==> src/sjis_pkg.sv <==
`timescale 1ns / 1ps

package sjis_pkg;

  localparam int unsigned LEN_SAT    = 65535;
  localparam int unsigned CNT_W      = $clog2(LEN_SAT + 1);
  localparam int unsigned ORDER_W    = 17;
  localparam int unsigned ORDER_LIM  = 65535;
  localparam int unsigned DIFF_W     = (CNT_W + 1 > ORDER_W + 1) ? CNT_W + 1 : ORDER_W + 1;

  localparam logic [7:0] LEAD_LO1  = 8'h81;
  localparam logic [7:0] LEAD_HI1  = 8'h9f;
  localparam logic [7:0] LEAD_LO2  = 8'he0;
  localparam logic [7:0] LEAD_HI2  = 8'hfc;
  localparam logic [7:0] TRAIL_LO1 = 8'h40;
  localparam logic [7:0] TRAIL_HI1 = 8'h7e;
  localparam logic [7:0] TRAIL_LO2 = 8'h80;
  localparam logic [7:0] TRAIL_HI2 = 8'hfc;
  localparam logic [7:0] LOWER_LO  = 8'h61;
  localparam logic [7:0] LOWER_HI  = 8'h7a;
  localparam logic [7:0] CASE_GAP  = 8'h20;

  typedef struct packed {
    logic       has;
    logic       is_lead;
    logic       is_trail;
    logic [7:0] folded;
  } lane_info_t;

  function automatic logic [7:0] fold_byte(input logic [7:0] c);
    return (c >= LOWER_LO && c <= LOWER_HI) ? c - CASE_GAP : c;
  endfunction

  function automatic logic [ORDER_W-1:0] single_diff(input logic [7:0] fa,
                                                     input logic [7:0] fb);
    logic [8:0] d;
    d = {1'b0, fa} - {1'b0, fb};
    return {{(ORDER_W - 9){d[8]}}, d};
  endfunction

endpackage

==> src/sjis_collation_compare.sv <==
`timescale 1ns / 1ps
// Channel | Direction | Handshake             | Payload
// in      | input     | in_valid_i/in_ready_o | byte_a_i has_a_i byte_b_i has_b_i last_i
// out     | output    | out_valid_o/out_ready_i | order_value_o by_length_o
//
// One input transaction per cycle while in_ready_o is high; each position is folded into the state
// in the cycle it is taken, by the combinational compare over the held lead pair.
// The result is registered and appears the cycle after the transaction marked last.
// Reset clears all compare state and counts; no clearing pass.
// Input stalls only while a result waits in the output register and out_ready_i is low.

module sjis_collation_compare import sjis_pkg::*; (
  input  logic               clk_i,
  input  logic               rst_ni,
  input  logic               in_valid_i,
  output logic               in_ready_o,
  input  logic [7:0]         byte_a_i,
  input  logic               has_a_i,
  input  logic [7:0]         byte_b_i,
  input  logic               has_b_i,
  input  logic               last_i,
  output logic               out_valid_o,
  input  logic               out_ready_i,
  output logic [ORDER_W-1:0] order_value_o,
  output logic               by_length_o
);

  logic               step;
  lane_info_t         lane_a, lane_b;
  logic [CNT_W-1:0]   cnt_a, cnt_b;
  logic [ORDER_W-1:0] order;
  logic               by_length;
  logic               out_valid_q, out_valid_d;
  logic [ORDER_W-1:0] order_q;
  logic               by_length_q;

  assign in_ready_o = !out_valid_q || out_ready_i;
  assign step       = in_valid_i && in_ready_o;

  sjis_lane u_lane_a (
    .clk_i       (clk_i),
    .rst_ni      (rst_ni),
    .byte_i      (byte_a_i),
    .has_i       (has_a_i),
    .step_i      (step),
    .clear_i     (last_i),
    .info_o      (lane_a),
    .count_nxt_o (cnt_a)
  );

  sjis_lane u_lane_b (
    .clk_i       (clk_i),
    .rst_ni      (rst_ni),
    .byte_i      (byte_b_i),
    .has_i       (has_b_i),
    .step_i      (step),
    .clear_i     (last_i),
    .info_o      (lane_b),
    .count_nxt_o (cnt_b)
  );

  sjis_merge u_merge (
    .clk_i       (clk_i),
    .rst_ni      (rst_ni),
    .step_i      (step),
    .last_i      (last_i),
    .byte_a_i    (byte_a_i),
    .byte_b_i    (byte_b_i),
    .lane_a_i    (lane_a),
    .lane_b_i    (lane_b),
    .cnt_a_i     (cnt_a),
    .cnt_b_i     (cnt_b),
    .order_o     (order),
    .by_length_o (by_length)
  );

  always_comb begin
    out_valid_d = out_valid_q;
    if (step && last_i) begin
      out_valid_d = 1'b1;
    end else if (out_ready_i) begin
      out_valid_d = 1'b0;
    end
  end

  always_ff @(posedge clk_i or negedge rst_ni) begin
    if (!rst_ni) begin
      out_valid_q <= 1'b0;
    end else begin
      out_valid_q <= out_valid_d;
    end
  end

  always_ff @(posedge clk_i) begin
    if (step && last_i) begin
      order_q     <= order;
      by_length_q <= by_length;
    end
  end

  assign out_valid_o   = out_valid_q;
  assign order_value_o = order_q;
  assign by_length_o   = by_length_q;

  a_last_gives_result: assert property (@(posedge clk_i) disable iff (!rst_ni)
    step && last_i |=> out_valid_o)
    else $error("terminating transaction produced no result");

  a_result_from_last: assert property (@(posedge clk_i) disable iff (!rst_ni)
    $rose(out_valid_o) |-> $past(step && last_i))
    else $error("result appeared without a terminating transaction");

  a_length_clamped: assert property (@(posedge clk_i) disable iff (!rst_ni)
    out_valid_o && by_length_o |-> order_value_o != {1'b1, {(ORDER_W - 1){1'b0}}})
    else $error("length difference out of range");

endmodule

==> src/sjis_lane.sv <==
`timescale 1ns / 1ps

module sjis_lane import sjis_pkg::*; (
  input  logic             clk_i,
  input  logic             rst_ni,
  input  logic [7:0]       byte_i,
  input  logic             has_i,
  input  logic             step_i,
  input  logic             clear_i,
  output lane_info_t       info_o,
  output logic [CNT_W-1:0] count_nxt_o
);

  logic [CNT_W-1:0] count_q, count_d;

  always_comb begin
    info_o.has      = has_i;
    info_o.is_lead  = (byte_i >= LEAD_LO1 && byte_i <= LEAD_HI1) ||
                      (byte_i >= LEAD_LO2 && byte_i <= LEAD_HI2);
    info_o.is_trail = (byte_i >= TRAIL_LO1 && byte_i <= TRAIL_HI1) ||
                      (byte_i >= TRAIL_LO2 && byte_i <= TRAIL_HI2);
    info_o.folded   = fold_byte(byte_i);
  end

  always_comb begin
    count_nxt_o = count_q;
    if (has_i && count_q != CNT_W'(LEN_SAT)) begin
      count_nxt_o = count_q + CNT_W'(1);
    end
  end

  always_comb begin
    count_d = count_q;
    if (step_i) begin
      count_d = clear_i ? '0 : count_nxt_o;
    end
  end

  always_ff @(posedge clk_i or negedge rst_ni) begin
    if (!rst_ni) begin
      count_q <= '0;
    end else begin
      count_q <= count_d;
    end
  end

endmodule

==> src/sjis_merge.sv <==
`timescale 1ns / 1ps

module sjis_merge import sjis_pkg::*; (
  input  logic               clk_i,
  input  logic               rst_ni,
  input  logic               step_i,
  input  logic               last_i,
  input  logic [7:0]         byte_a_i,
  input  logic [7:0]         byte_b_i,
  input  lane_info_t         lane_a_i,
  input  lane_info_t         lane_b_i,
  input  logic [CNT_W-1:0]   cnt_a_i,
  input  logic [CNT_W-1:0]   cnt_b_i,
  output logic [ORDER_W-1:0] order_o,
  output logic               by_length_o
);

  logic [7:0]         held_a_q, held_a_d, held_b_q, held_b_d;
  logic               held_valid_q, held_valid_d;
  logic               decided_q, decided_d;
  logic [ORDER_W-1:0] found_q, found_d;
  logic               stopped_q, stopped_d;

  logic               both, trail_ok, lead_ok, consumed, held_set;
  logic [ORDER_W-1:0] code_diff, held_diff, cur_diff, fin_diff;
  logic               fin_decided;
  logic [DIFF_W-1:0]  len_diff;

  assign both      = lane_a_i.has && lane_b_i.has;
  assign trail_ok  = both && lane_a_i.is_trail && lane_b_i.is_trail;
  assign lead_ok   = lane_a_i.is_lead && lane_b_i.is_lead;
  assign code_diff = {1'b0, held_a_q, byte_a_i} - {1'b0, held_b_q, byte_b_i};
  assign held_diff = single_diff(fold_byte(held_a_q), fold_byte(held_b_q));
  assign cur_diff  = single_diff(lane_a_i.folded, lane_b_i.folded);

  always_comb begin
    held_a_d     = held_a_q;
    held_b_d     = held_b_q;
    held_valid_d = held_valid_q;
    decided_d    = decided_q;
    found_d      = found_q;
    stopped_d    = stopped_q;
    consumed     = 1'b0;
    held_set     = 1'b0;
    if (!decided_q && !stopped_q) begin
      if (held_valid_q) begin
        held_valid_d = 1'b0;
        if (trail_ok) begin
          consumed = 1'b1;
          if (code_diff != '0) begin
            decided_d = 1'b1;
            found_d   = code_diff;
          end
        end else if (held_diff != '0) begin
          decided_d = 1'b1;
          found_d   = held_diff;
        end
      end
      if (!consumed && !decided_d) begin
        if (!both) begin
          stopped_d = 1'b1;
        end else if (lead_ok) begin
          held_a_d     = byte_a_i;
          held_b_d     = byte_b_i;
          held_valid_d = 1'b1;
          held_set     = 1'b1;
        end else if (cur_diff != '0) begin
          decided_d = 1'b1;
          found_d   = cur_diff;
        end
      end
    end
  end

  // pending lead at the end of the pair falls back to a single-byte compare
  always_comb begin
    fin_decided = decided_d;
    fin_diff    = found_d;
    if (held_valid_d && !decided_d) begin
      if (held_set) begin
        fin_decided = (cur_diff != '0);
        fin_diff    = cur_diff;
      end else begin
        fin_decided = (held_diff != '0);
        fin_diff    = held_diff;
      end
    end
  end

  assign len_diff = DIFF_W'(cnt_a_i) - DIFF_W'(cnt_b_i);

  always_comb begin
    by_length_o = !fin_decided;
    order_o     = fin_diff;
    if (!fin_decided) begin
      if ($signed(len_diff) > $signed(DIFF_W'(ORDER_LIM))) begin
        order_o = ORDER_W'(ORDER_LIM);
      end else if ($signed(len_diff) < -$signed(DIFF_W'(ORDER_LIM))) begin
        order_o = -ORDER_W'(ORDER_LIM);
      end else begin
        order_o = len_diff[ORDER_W-1:0];
      end
    end
  end

  always_ff @(posedge clk_i or negedge rst_ni) begin
    if (!rst_ni) begin
      held_a_q     <= '0;
      held_b_q     <= '0;
      held_valid_q <= 1'b0;
      decided_q    <= 1'b0;
      found_q      <= '0;
      stopped_q    <= 1'b0;
    end else if (step_i) begin
      if (last_i) begin
        held_a_q     <= '0;
        held_b_q     <= '0;
        held_valid_q <= 1'b0;
        decided_q    <= 1'b0;
        found_q      <= '0;
        stopped_q    <= 1'b0;
      end else begin
        held_a_q     <= held_a_d;
        held_b_q     <= held_b_d;
        held_valid_q <= held_valid_d;
        decided_q    <= decided_d;
        found_q      <= found_d;
        stopped_q    <= stopped_d;
      end
    end
  end

endmodule

==> config.mk <==
export PLATFORM = sky130hd
export DESIGN_NAME = sjis_collation_compare
export DESIGN_NICKNAME = d
export VERILOG_FILES = /design/src/sjis_pkg.sv /design/src/sjis_collation_compare.sv /design/src/sjis_lane.sv /design/src/sjis_merge.sv
export SDC_FILE = /design/constraint.sdc
export NUM_CORES = 1
export LEC_CHECK = 0
export BUFFER_PORTS_ARGS = -buffer_cell sky130_fd_sc_hd__buf_2
export CORE_AREA = 5 5 148 150
export CTS_BUF_LIST = sky130_fd_sc_hd__clkbuf_16
export CTS_CLUSTER_SIZE = 10
export DETAILED_ROUTE_END_ITERATION = 8
export DIE_AREA = 0 0 153 155
export PLACE_DENSITY = 0.67
export SETUP_SLACK_MARGIN = 0.1
export SLEW_MARGIN = 30
export SYNTH_ARGS = -nofsm -noshare
export SYNTH_HDL_FRONTEND = slang
export SYNTH_HIERARCHICAL = 1
export SYNTH_SLANG_ARGS = --single-unit
==> constraint.sdc <==
create_clock -name clk_i -period 12.6 [get_ports clk_i]
set_input_delay 2.52 -clock clk_i [delete_from_list [all_inputs] [get_ports clk_i]]
set_output_delay 2.52 -clock clk_i [all_outputs]
set_load 0.005 [all_outputs]
==> results of run 1 <==
==> cells in the final DEF (no fill, tap or decap), types with 10 or more instances in the layout <==
| cell | netlist | final |
|---|---|---|
| a21o_1 | 23 | 23 |
| a21oi_1 | 70 | 70 |
| a22o_1 | 23 | 23 |
| a31oi_1 | 15 | 15 |
| and3_1 | 10 | 10 |
| buf_2 | 21 | 41 |
| clkbuf_16 | 0 | 10 |
| dfrtp_1 | 69 | 69 |
| edfxtp_1 | 18 | 18 |
| ha_1 | 53 | 53 |
| inv_1 | 92 | 93 |
| nand2_1 | 80 | 80 |
| nand2b_1 | 11 | 11 |
| nand3_1 | 28 | 28 |
| nand4_1 | 29 | 29 |
| nor2_1 | 83 | 82 |
| nor2b_1 | 14 | 14 |
| nor3_1 | 26 | 26 |
| nor4_1 | 16 | 16 |
| o211ai_1 | 12 | 12 |
| o21a_1 | 12 | 12 |
| o21ai_0 | 31 | 31 |
| o22ai_1 | 25 | 25 |
| o31ai_1 | 11 | 11 |
| or2_2 | 14 | 14 |
| or3_1 | 14 | 14 |
| xnor2_1 | 33 | 33 |
| xor2_1 | 23 | 23 |
==> cells by family after synthesis <==
logic type | after synthesis
AO/OA/AOI/OAI | 337
XOR/XNOR | 56
adder cells (fa/ha/maj) | 57
buffers and inverters | 155
flip-flops | 87
multiplexers | 5
AND/OR/NAND/NOR | 402
==> worst max-delay path, stage by stage <==
cell and delay, ns:
buf_2 0.17, ha_1 0.17, nand4bb_1 0.14, o32a_1 0.35, o21ai_0 0.32, nor2_1 0.10
ha_1 0.37, and3_1 0.18, a221oi_1 0.10, a21oi_1 0.34, nand4_1 0.17, nor4_1 0.45
nor2_1 0.16, or3_1 0.41, o221a_2 0.28, o21ai_1 0.53, o311ai_0 0.28
==> synth_stat cells (all sizes together), types with 15 or more instances <==
cell type,n
nand4,36
clkbuf,24
a21oi,70
nand3,34
nor2,83
nor2b,15
o22ai,25
xnor2,33
a22o,23
ha,53
buf,37
a31oi,15
nor4,20
a21o,23
inv,92
or3,18
xor2,23
o21ai,36
nand2,80
or2,15
edfxtp,18
nor3,27
dfrtp,69
==> layout make-up <==
class,instances,area [um2]
fillers,2032,10900
multi-input cells,857,6130
flip-flops and latches,87,2270
inverters,94,353
well taps,275,344
clock buffers,10,250
repair buffers,46,246
clock inverters,6,35.0
==> path summary, 6_finish.rpt <==
| path | from | to | cells after the start |
|---|---|---|---|
| setup / recovery | byte_a_i[6] | order_value_o[12]$_DFFE_PP_ | 17 |
| hold / removal | u_merge/held_b_q[4]$_DFFE_PN0P_ | u_merge/held_b_q[4]$_DFFE_PN0P_ | 1 |
| setup reg to reg | u_lane_a/count_q[0]$_DFFE_PN0P_ | order_value_o[7]$_DFFE_PP_ | 22 |
| max in group asynchronous | rst_ni | u_merge/held_b_q[5]$_DFFE_PN0P_ | 1 |
| hold reg to reg | u_merge/held_b_q[4]$_DFFE_PN0P_ | u_merge/held_b_q[4]$_DFFE_PN0P_ | 1 |
| min in group asynchronous | rst_ni | u_lane_a/count_q[11]$_DFFE_PN0P_ | 1 |
==> stage by stage <==
step | util [%] | power, uW
final | 46.8 | 1170
after detailed placement | 45.4 | 905
after global routing | 46.8 | 1250
after global placement | 45.4 | 899
after floorplan | - | 762
after CTS | 46.8 | 1170
==> metal layers <==
layer / share of wire, % / up-vias / wire [um] / track usage (%)
met5: 0 / - / 0 / 0
met4: 1.9 / 0 / 484 / 5.98
met3: 6.7 / 41 / 1740 / 2.75
met2: 44 / 332 / 11500 / 33.3
met1: 48 / 4096 / 12400 / 32.3
li1: - / 4133 / - / -
==> where the power goes <==
group          internal, uW  leakage, uW  switching, uW
Sequential              342      0.00110           44.5
Clock                   145     0.000147            115
Combinational           211      0.00276            313
Total                   698      0.00401            472
==> registers in the layout, summed over array words and instances (netlist names) <==
signal,count
by_length_o,1
order_value_o,17
out_valid_o,1
u_lane_a/count_q,16
u_lane_b/count_q,16
u_merge/decided_q,1
u_merge/found_q,17
u_merge/held_a_q,8
u_merge/held_b_q,8
u_merge/held_valid_q,1
u_merge/stopped_q,1
==> impl_metrics.toml, run 1 <==
[placement]
postPlaceCellArea_um2 = 9330
gp_congestion = 0.903
portBuffers = 42
pre_cts_slack_ns = 5.08
place_inst = 1359
place_hpwl_mm = 19.8

[setup_path]
startpoint_type = "input port"
crit_required_ns = 12.62
crit_fanout = 8
critPathKind = "in -> reg"
r2r_setup_slack_ns = 6.92
cp.arrival_ns = 7.03
crit_path_end_kind = "register"

[clocking]
postCtsSetupBuffers = 0
cts_resized = 0
holdBufCountCts = 0
cts.sinks = 87
cts.reportedPaths.clkPinSlew_ns = 0.07
htree_levels = 3
clock-root-buffer = "clkbuf_16"
cts_buffers = 9
cts_tree = "built"
clk_latency_ns = 0.35
clock_path_buffers = 2

[drt]
drtIter0Drc = 885
drt_pre_antenna_iters = 5
vias = 8602
avgViaCountPerCell = 6.26
wirelength_mm = 26.1
antenna_left = 0
drc_errors = 0
wl_per_cell_um = 19.0

[grt]
antenna_found_initial = 0
grt_pass1_wl_mm = 42.6
overflow = 0
grtUsageTotal_pct = 21.7
grt_max_degree = 70
grt_pass1_vias = 8010

[power_and_ir_drop]
leakagePower_uw = 0.00401
ir_drop_mv = 0.0697
power.density_nw_per_um2 = 122

[synthesis]
synth_ff_type = "dfrtp_1"
syn-num-nets = 1179
synth_largest_area_cell = "dfrtp_1"
avgSynthCellArea_um2 = 8.23
synth_compound_area_share_pct = 27.6
async_flop_share_pct = 79.3
synth_edf_count = 18
synth_top_area_share_pct = 19.1
synth.ff_latch_count = 87
netlist_area_um2 = 9050
seq_area_frac_synth_pct = 25.1
syn_inst = 1099
synthAdderAreaFrac_pct = 8.21
synth_top_family_by_area = "compound AO/OA/AOI/OAI gates"
synth_simple_gate_area_share_pct = 25.8
ys_types = 96
synth_mux_area_share_pct = 0.622
synth_area_leaders = "dfrtp_1, ha_1, edfxtp_1"
synth_xor_area_share_pct = 5.42
yosys_warnings = 6

[timing]
setup_violations = 0
fmax_ghz = 0.143
hold_viol = 0
rsz0062_at_grt = "no"
slew_violations = 0
fin_crit_ns = 7.02
fin_skew_ns = 0.0111
worst_slack_ns = 5.58
fin_crit_sh_pct = 55.7
slew_headroom_pct = 34.7
tightestPinTransition_ns = 0.971
worst_hold_slack_ns = 0.527
tns_ns = 0

[die]
dieArea_um2 = 23700
die_x_um = 153
core_area_um2 = 20600
die_y_um = 155
start_util_pct = 44.0
ioPinCount = 43
row_count = 53

[finish]
design_area_um2 = 9630
area_growth_pct = 6.37
antenna_cells = 0
final_cells = 1375
nets = 1175
layout-drive-gt1-share_pct = 11.6

[outcome]
status = "finished clean"

[job]
maxCapViolations = 0

[worst_hold_path]
worst_hold_path_type = "reg -> reg"
Power figures use the tool's default switching activity.
==> run 2: changes to the inputs <==
PLACE_DENSITY = 0.69   (was 0.67)
clock period = 6.1 ns   (was 12.6 ns; I/O delays follow)
==> run 2 against run 1 <==
Compared with the run above: clock-buffer cell count decreased by 1; final cell count increased by 0.36%; critical endpoint is now order_value_o[8]$_DFFE_PP_; critical path depth decreased by 1; critical path type unchanged; largest cell class unchanged; routed wire length increased by 2.3%; power increased by 110%.
==> impl_metrics.toml, run 2 (synthesized netlist as in run 1, its figures left out) <==
[clocking]
holdBufCountCts = 0
cts.sinks = 87
clock_path_buffers = 2
cts_buffers = 9
clock-root-buffer = "clkbuf_16"
cts.reportedPaths.clkPinSlew_ns = 0.07
htree_levels = 3
cts_resized = 0
clk_latency_ns = 0.36
postCtsSetupBuffers = 0
cts_tree = "built"

[power_and_ir_drop]
ir_drop_mv = 0.160
power.density_nw_per_um2 = 259
leakagePower_uw = 0.00405

[worst_hold_path]
worst_hold_path_type = "reg -> reg"

[setup_path]
crit_path_end_kind = "register"
cp_slowest_cell = "o21ai_1"
critPathKind = "in -> reg"
cp.arrival_ns = 5.59
crit_chain = "buf_2, ha_1, nand4bb_1, o32a_1, o21ai_0, nor2_1, ha_1, and3_1, a221oi_1, xnor2_1, nor4_1, nor2_1, or3_1, o221a_2, o21ai_1, o311ai_0"
crit_required_ns = 6.13
startpoint_type = "input port"
critPathMaxStageDelay_ns = 0.47
crit_fanout = 8

[die]
core_area_um2 = 20600
row_count = 53
die_x_um = 153
ioPinCount = 43
die_y_um = 155
dieArea_um2 = 23700
start_util_pct = 44.0

[drt]
drt_pre_antenna_iters = 6
wl_per_cell_um = 19.3
drtIter0Drc = 895
vias = 8804
wirelength_mm = 26.7
drc_errors = 0
antenna_left = 0
avgViaCountPerCell = 6.38

[finish]
final_common_cell = "inv_1"
antenna_cells = 0
layout-drive-gt1-share_pct = 12.0
nets = 1180
area_growth_pct = 7.13
final_cell_mix = "inv_1, nor2_1, nand2_1, a21oi_1, dfrtp_1"

[timing]
tightestPinTransition_ns = 0.941
fin_skew_ns = 0.0137
worst_hold_slack_ns = 0.510
slew_headroom_pct = 37.1
setup_violations = 0
slew_violations = 0
tns_ns = 0
hold_viol = 0
fmax_ghz = 0.180
fin_crit_ns = 5.56
fin_crit_sh_pct = 91.1
rsz0062_at_grt = "no"

[grt]
overflow = 0
grt_max_degree = 70
grt_pass1_vias = 8193
grt_pass1_wl_mm = 43.3
grtUsageTotal_pct = 22.0
antenna_found_initial = 0

[job]
maxCapViolations = 0

[outcome]
status = "finished clean"

[placement]
gp_congestion = 0.950
portBuffers = 42
place_hpwl_mm = 19.9
==> run 2: cell type report <==
class / count / area [um2]
Timing Repair Buffer: 51 / 284
Inverter: 94 / 353
Multi-Input combinational cell: 857 / 6120
Sequential cell: 87 / 2270
Clock inverter: 7 / 100
Clock buffer: 9 / 225
Fill cell: 2048 / 10900
Tap cell: 275 / 344
==> run 2: per-stage QoR <==
stage / util (%) / cells / total power [uW] / area, um2 / worst slack (ns)
floorplan: - / 1099 / 1570 / 9050 / 1.16
global placement: 45.5 / 1364 / 1850 / 9360 / 0.461
detailed placement: 45.6 / 1364 / 1870 / 9370 / 0.292
CTS: 47.1 / 1380 / 2510 / 9690 / 0.649
global route: 47.2 / 1380 / 2680 / 9700 / 0.187
finish: 47.2 / 1380 / 2510 / 9700 / 0.543
==> run 2: report_power, final <==
part           total, uW  internal, uW  switching [uW]
Clock                633           365             268
Combinational       1080           441             643
Sequential           796           707            89.6
==> run 2: final timing paths <==
kind,startpoint,endpoint,slack [ns],cells past startpoint
max in group asynchronous,rst_ni,u_merge/held_a_q[3]$_DFFE_PN0P_,4.74,1
min in group asynchronous,rst_ni,u_lane_a/count_q[11]$_DFFE_PN0P_,0.88,1
worst max-delay path,byte_a_i[6],order_value_o[8]$_DFFE_PP_,0.54,16
worst min register to register,u_merge/held_b_q[3]$_DFFE_PN0P_,u_merge/held_b_q[3]$_DFFE_PN0P_,0.51,1
worst max register to register,u_lane_a/count_q[0]$_DFFE_PN0P_,order_value_o[8]$_DFFE_PP_,0.65,21
worst min-delay path,u_merge/held_b_q[3]$_DFFE_PN0P_,u_merge/held_b_q[3]$_DFFE_PN0P_,0.51,1
==> run 2: worst max-delay path: cells and delay by family <==
family	cells	cell delay, ns
and+or+nand+nor	6	1.38
adders and majority gates	2	0.53
buffers and inverters	1	0.17
xor gates and xnor gates	1	0.21
AOI/OAI and AO/OA	6	2.08
==> run 2: per-layer routing <==
metal  wire length [um]  share of wire, %  vias to the layer above  GRT usage, %
li1                   -                 -                     4162             -
met1              12800                48                     4189          32.3
met2              11500                43                      396          33.1
met3               1660               6.2                       57          2.50
met4                813               3.0                        0          8.87
met5                  0                 0                        -             0
